[config.mk]
export PLATFORM = sky130hd
export DESIGN_NAME = mvna_cmd_fifo
export DESIGN_NICKNAME = d
export VERILOG_FILES = /design/src/sv/mvna_pkg.sv /design/src/sv/mvna_cmd_fifo.sv
export SDC_FILE = /design/constraint.sdc
export NUM_CORES = 1
export LEC_CHECK = 0
export BUFFER_PORTS_ARGS = -buffer_cell sky130_fd_sc_hd__buf_2
export CORE_ASPECT_RATIO = 0.75
export CORE_MARGIN = 5
export CORE_UTILIZATION = 57
export DETAILED_ROUTE_END_ITERATION = 8
export PLACE_DENSITY = 0.82
export SLEW_MARGIN = 20
export SYNTH_ARGS = -nofsm -noshare
export SYNTH_HDL_FRONTEND = slang
export SYNTH_SLANG_ARGS = --single-unit
export TNS_END_PERCENT = 30
[constraint.sdc]
create_clock -name clk -period 5.6 [get_ports clk]
set_input_delay 0.84 -clock clk [delete_from_list [all_inputs] [get_ports clk]]
set_output_delay 0.84 -clock clk [all_outputs]
set_load 0.01 [all_outputs]
[src/sv/mvna_pkg.sv]
`timescale 1ns / 1ps
// ----------------------------------------------------------------------------
// mvna_pkg
// Shared types and constants of the vertex normal averaging block.
// ----------------------------------------------------------------------------
package mvna_pkg;

  localparam int IDX_W      = 10;
  localparam int OP_W       = 2;
  localparam int COORD_W    = 32;
  localparam int NRM_W      = 16;
  localparam int CNT_W      = 16;
  localparam int ACC_W      = 32;
  localparam int ONE_Q14    = 16384;
  localparam int Q_W        = 15;
  localparam int MAG_W      = 32;
  localparam int SUM_W      = 62;
  localparam int NUM_W      = 46;
  localparam int DIV_W      = 32;
  localparam int FIFO_DEPTH = 4;
  localparam int FIFO_PTR_W = 2;

  typedef enum logic [OP_W-1:0] {
    OP_WRITE = 2'd0,
    OP_TRI   = 2'd1,
    OP_READ  = 2'd2,
    OP_CLEAR = 2'd3
  } op_t;

  typedef enum logic [2:0] {
    CMD_WRITE,
    CMD_TRI,
    CMD_READ,
    CMD_READ_ZERO,
    CMD_CLEAR
  } cmd_kind_t;

  typedef struct packed {
    cmd_kind_t          kind;
    logic [IDX_W-1:0]   idx_a;
    logic [IDX_W-1:0]   idx_b;
    logic [IDX_W-1:0]   idx_c;
    logic [COORD_W-1:0] x;
    logic [COORD_W-1:0] y;
    logic [COORD_W-1:0] z;
  } cmd_t;

  typedef struct packed {
    logic empty;
    cmd_t head;
  } fifo_head_t;

  typedef enum logic [3:0] {
    ST_CLEAR,
    ST_IDLE,
    ST_RD_WAIT,
    ST_RD_DIV,
    ST_TV0,
    ST_TV1,
    ST_TV2,
    ST_SHIFT,
    ST_SQ,
    ST_SQRT,
    ST_ULEN,
    ST_UDIV,
    ST_CROSS,
    ST_ACC_R,
    ST_ACC_W
  } back_state_t;

  typedef enum logic [1:0] {
    PH_EDGE1,
    PH_EDGE2,
    PH_FACE
  } unit_phase_t;

  typedef logic [2:0][COORD_W-1:0] vert_t;

  typedef struct packed {
    logic [2:0][ACC_W-1:0] sum;
    logic [CNT_W-1:0]      cnt;
  } acc_ent_t;

endpackage

[src/sv/mvna_cmd_fifo.sv]
`timescale 1ns / 1ps
// ----------------------------------------------------------------------------
// mvna_cmd_fifo
// Short command queue between the front and the back.
// ----------------------------------------------------------------------------
module mvna_cmd_fifo import mvna_pkg::*; (
  input  logic       clk,
  input  logic       rst_n,
  input  logic       push,
  input  cmd_t       push_cmd,
  output logic       full,
  input  logic       pop,
  output fifo_head_t head
);

  cmd_t                  mem_r [FIFO_DEPTH];
  logic [FIFO_PTR_W-1:0] wr_ptr_r, rd_ptr_r;
  logic [FIFO_PTR_W:0]   cnt_r;

  assign full       = cnt_r == (FIFO_PTR_W+1)'(FIFO_DEPTH);
  assign head.empty = cnt_r == '0;
  assign head.head  = mem_r[rd_ptr_r];

  always_ff @(posedge clk) begin
    if (!rst_n) begin
      wr_ptr_r <= '0;
      rd_ptr_r <= '0;
      cnt_r    <= '0;
    end else begin
      if (push) wr_ptr_r <= wr_ptr_r + 1'b1;
      if (pop) rd_ptr_r <= rd_ptr_r + 1'b1;
      cnt_r <= cnt_r + (FIFO_PTR_W+1)'(push) - (FIFO_PTR_W+1)'(pop);
    end
  end

  always_ff @(posedge clk) begin
    if (push) mem_r[wr_ptr_r] <= push_cmd;
  end

endmodule

; Word-level counts from Yosys, hierarchy flattened
; Memories as Yosys holds them, arrays and structs flattened. A register that Yosys moved wholly into a read port is not among the register bits.
; Cells that the tools add are included.
[totals]
elab_cells = 14
n_memories = 1
mem_bits_rw = 516
inputBits = 133
ff_bits = 7
[classes]
addsub = 4
n_eq_ne = 1
n_mux = 4
reduce_logical = 1
[memory_table]
columns = memory, words, width, read_ports, rd_clocked_by_memory_dff, wr, line
row1 = mem_r, 4, 129, 1, 1, 1, mvna_cmd_fifo.sv:16  ; cmd_t mem_r [FIFO_DEPTH];
[op_table]
columns = cell, n
row1 = $add A2 B1 Y2 const B, 2
row2 = $mux W2, 2
row3 = $add A3 B1 Y3, 1
row4 = $eq A3 B3 Y1 const B, 1
row5 = $logic_not A3 Y1, 1
row6 = $sub A3 B1 Y3, 1
row7 = $mux W1, 2

; Logic depth before layout (Yosys ltp)
[depth]
ltp_word = 3
depth_mapped = 7
mapped_depth_nobuf = 7

; Worst setup path after synthesis
; Ideal clock, no wire load.
[synth_timing]
path_type = input to register
from = in push
to = mem mem_r[0][0] (netlist bit) (enable)
cell_stages = 1
setup_ns = 0.503
n_path_buf = 0
path_slack_ns = 1.302
arrival_ns = 3.795
required_time_ns = 5.097
cell_sequence = and2_1
[synth_between]
elab_chain_len = 2
[synth_lines]
columns = item, line
row1 = from (decl), mvna_cmd_fifo.sv:9  ; input logic push,
row2 = $mux W1, mvna_cmd_fifo.sv:37  ; if (push) mem_r[wr_ptr_r] <= push_cmd;
row3 = $mux W1 (implied by the code), mvna_cmd_fifo.sv:37
row4 = to (decl), mvna_cmd_fifo.sv:16
; No other way between the ends.

==> flow_metrics.env <==
export IMPL_status="finished, final reports clean"
export IMPL_ctsHoldBuffers=0
export IMPL_rows=58
export IMPL_drcViolationCount=0
export IMPL_insertion_delay_ps=540
export IMPL_crit_arrival_ps=2770
export IMPL_p_per_area_nw_per_um2=379
export IMPL_critPathMaxStageDelay_ps=1040
export IMPL_drive_gt1_frac=0.452
export IMPL_area_delta_synth_final_pct=17.3
export IMPL_synth_seq_cells=525
export IMPL_rsz0062_at_grt="false"
export IMPL_grt_start_max_net_pins=84
export IMPL_critPathBufInv=2
export IMPL_grt_pass1_wl_um=57400
export IMPL_core_um2=33200
export IMPL_setup_viol=0
export IMPL_cp_slowest_cell="dfxtp_4"
export IMPL_crit_fanout=70
export IMPL_relSlewSlack=0.291
export IMPL_min_path_type="primary input to flop"
export IMPL_gp_congestion=0.717
export IMPL_ys_warnings_count=0
export IMPL_dp_cells=1412
export IMPL_dp_hpwl_um=22400
export IMPL_reg2reg_slack_ps=3250
export IMPL_setup_slack_ps=1990
export IMPL_r2r_start="wr_ptr_r[0]"
export IMPL_h_tree_depth=2
export IMPL_synthDistinctLibCells=20
export IMPL_clock_root_buffer="clkbuf_16"
export IMPL_clockBufferDepth=3
export IMPL_critPathLaunchType="flop"
export IMPL_ant_nets=0
export IMPL_dr_pass1_iters=5
export IMPL_clkTransAtPathRegs_ps=60
export IMPL_initial_core_util=0.574
export IMPL_ys_seq_area_frac=0.822
export IMPL_grt_usage=0.204
export IMPL_cts_sinks=525
export IMPL_worst_pin_slew_ps=1060
export IMPL_r2r_cells=3
export IMPL_period_share=0.644
export IMPL_cts_tree="built"
export IMPL_finalClockSkew_ps=17.7
export IMPL_syn_nets=856
export IMPL_final_common_cell="edfxtp_1"
export IMPL_dieArea_um2=37200
export IMPL_synth_area_um2=19100
export IMPL_viasPerCell=5.79
export IMPL_crit_type="flop to primary output"
export IMPL_r2r_end="mem_r[3][70]"
export IMPL_crit_required_ps=4760
export IMPL_place_ws_ps=2530
export IMPL_crit_family="flip-flops"
export IMPL_cp_cell_sequence="buf_4 -> mux4_2 -> buf_2"
export IMPL_fin_crit_ps=3610
export IMPL_hold_viol_final=0
export IMPL_die_height_um=168
export IMPL_port_buffers=263
export IMPL_final_cells=1505
export IMPL_final_cell_mix="edfxtp_1 (516), buf_2 (263), mux4_2 (129)"
export IMPL_cellLeakagePower_nw=7.50
export IMPL_holdPathStages=1
export IMPL_hp_start="push_cmd[13]"
export IMPL_ir_worst_vdd_v=0.000304
export IMPL_syn_avg_cell_area_um2=26.6
export IMPL_grt_pass1_vias=9084
export IMPL_grt_ovfl_total=0
export IMPL_cts_resized=0
export IMPL_fmax_mhz=277
export IMPL_drt_wl_total_um=38100
export IMPL_min_to="mem_r[3][13]"
export IMPL_drt_initial_drc_count=897
export IMPL_drv_cap=0
export IMPL_final_max_slew_viol_count=0
export IMPL_dieWidth_um=221
export IMPL_vias=8708
export IMPL_io_pin_count=264
export IMPL_routedWlPerCell_um=25.3
export IMPL_endpoint_kind="primary output"
export IMPL_layout_nets=1151
export IMPL_synthCells=716
export IMPL_fin_setup_tns_ps=0
export IMPL_cts_buffers=47
export IMPL_antenna_found_initial=11
export IMPL_cts_setup_buffers=0
-- through the flow --
step	utilization	total power, mW	hold WS [ps]	area [um^2]
finish	0.673	8.48	502	22400
global route	0.673	8.81	480	22400
CTS	0.672	8.56	477	22400
detailed placement	0.628	5.47	517	20900
global placement	0.628	5.44	503	20900
floorplan	-	5.14	499	19100
-- worst max path at each step --
stage	startpoint	to	slack [ps]	cells after the start
final	flop	head[25]	1990	3
after global placement	flop	head[83]	2550	3
after detailed placement	flop	head[83]	2530	3
after CTS	flop	head[83]	1950	3
after floorplan	push	mem_r[0][0]	1300	1
after global routing	flop	head[83]	1840	3
-- power by group --
group          leakage, nW  total (mW)  internal (mW)  switching [mW]
Clock                0.730        3.10           1.77            1.32
Combinational         1.96       0.796          0.365           0.430
Sequential            4.82        4.59           4.52          0.0735
Total                 7.50        8.48           6.66            1.83
-- cells in the mapped netlist --
cell | count | area, um^2
buf_4 | 2 | 15.0
nor3_1 | 1 | 5.00
fa_1 | 1 | 20.0
buf_2 | 9 | 45.0
xor3_1 | 1 | 23.8
nand3b_1 | 1 | 7.51
dfxtp_1 | 9 | 180
edfxtp_1 | 516 | 15500
mux4_2 | 129 | 2910
and2_1 | 6 | 37.5
ha_1 | 6 | 75.1
clkbuf_1 | 4 | 15.0
inv_1 | 7 | 26.3
mux2i_1 | 1 | 10.0
buf_6 | 13 | 146
xnor2_1 | 2 | 17.5
a21oi_1 | 1 | 5.00
nor2_1 | 5 | 18.8
a21bo_2 | 1 | 10.0
and3_1 | 1 | 6.26
-- flip-flops by register name, indices dropped and copies added, names as in the netlist, named ones only --
| register | count |
|---|---|
| rd_ptr_r | 2 |
| mem_r | 516 |
| wr_ptr_r | 2 |
| cnt_r | 3 |
-- final cells by class --
class                      instances  area, um^2
sequential                       525       15700
fill                            2085       10900
multi-input combinational        156        3150
timing repair buffer             274        1440
clock buffer                      61        1300
tap                              450         563
clock inverter                    25         190
inverter                           7        26.3
antenna                            7        17.5
-- worst reg2reg max path, delay by kind of cell, from the launching register on --
family | cells | cell delay, ps
and+or+nand+nor | 1 | 780
adders and majority gates | 1 | 170
buffers and inverters | 1 | 610
DFF | 1 | 400
-- cells by family after synthesis --
group                    count (synthesis)  synth area share
flip-flops                             525             0.822
AND/OR/NAND/NOR                         14           0.00394
adder cells (fa/ha/maj)                  7           0.00499
buffers and inverters                   35            0.0130
AO/OA/AOI/OAI                            2          0.000787
XOR/XNOR                                 3           0.00217
multiplexers                           130             0.153
-- layer usage --
layer  part of all wire  vias to the layer above  track usage
met2               0.50                      372        0.328
met5             0.0021                        -            0
met4              0.017                       12       0.0442
met1               0.39                     4568        0.290
li1                   -                     3690            -
met3              0.089                       66       0.0575
No activity file was read; power rests on OpenSTA's default activity.
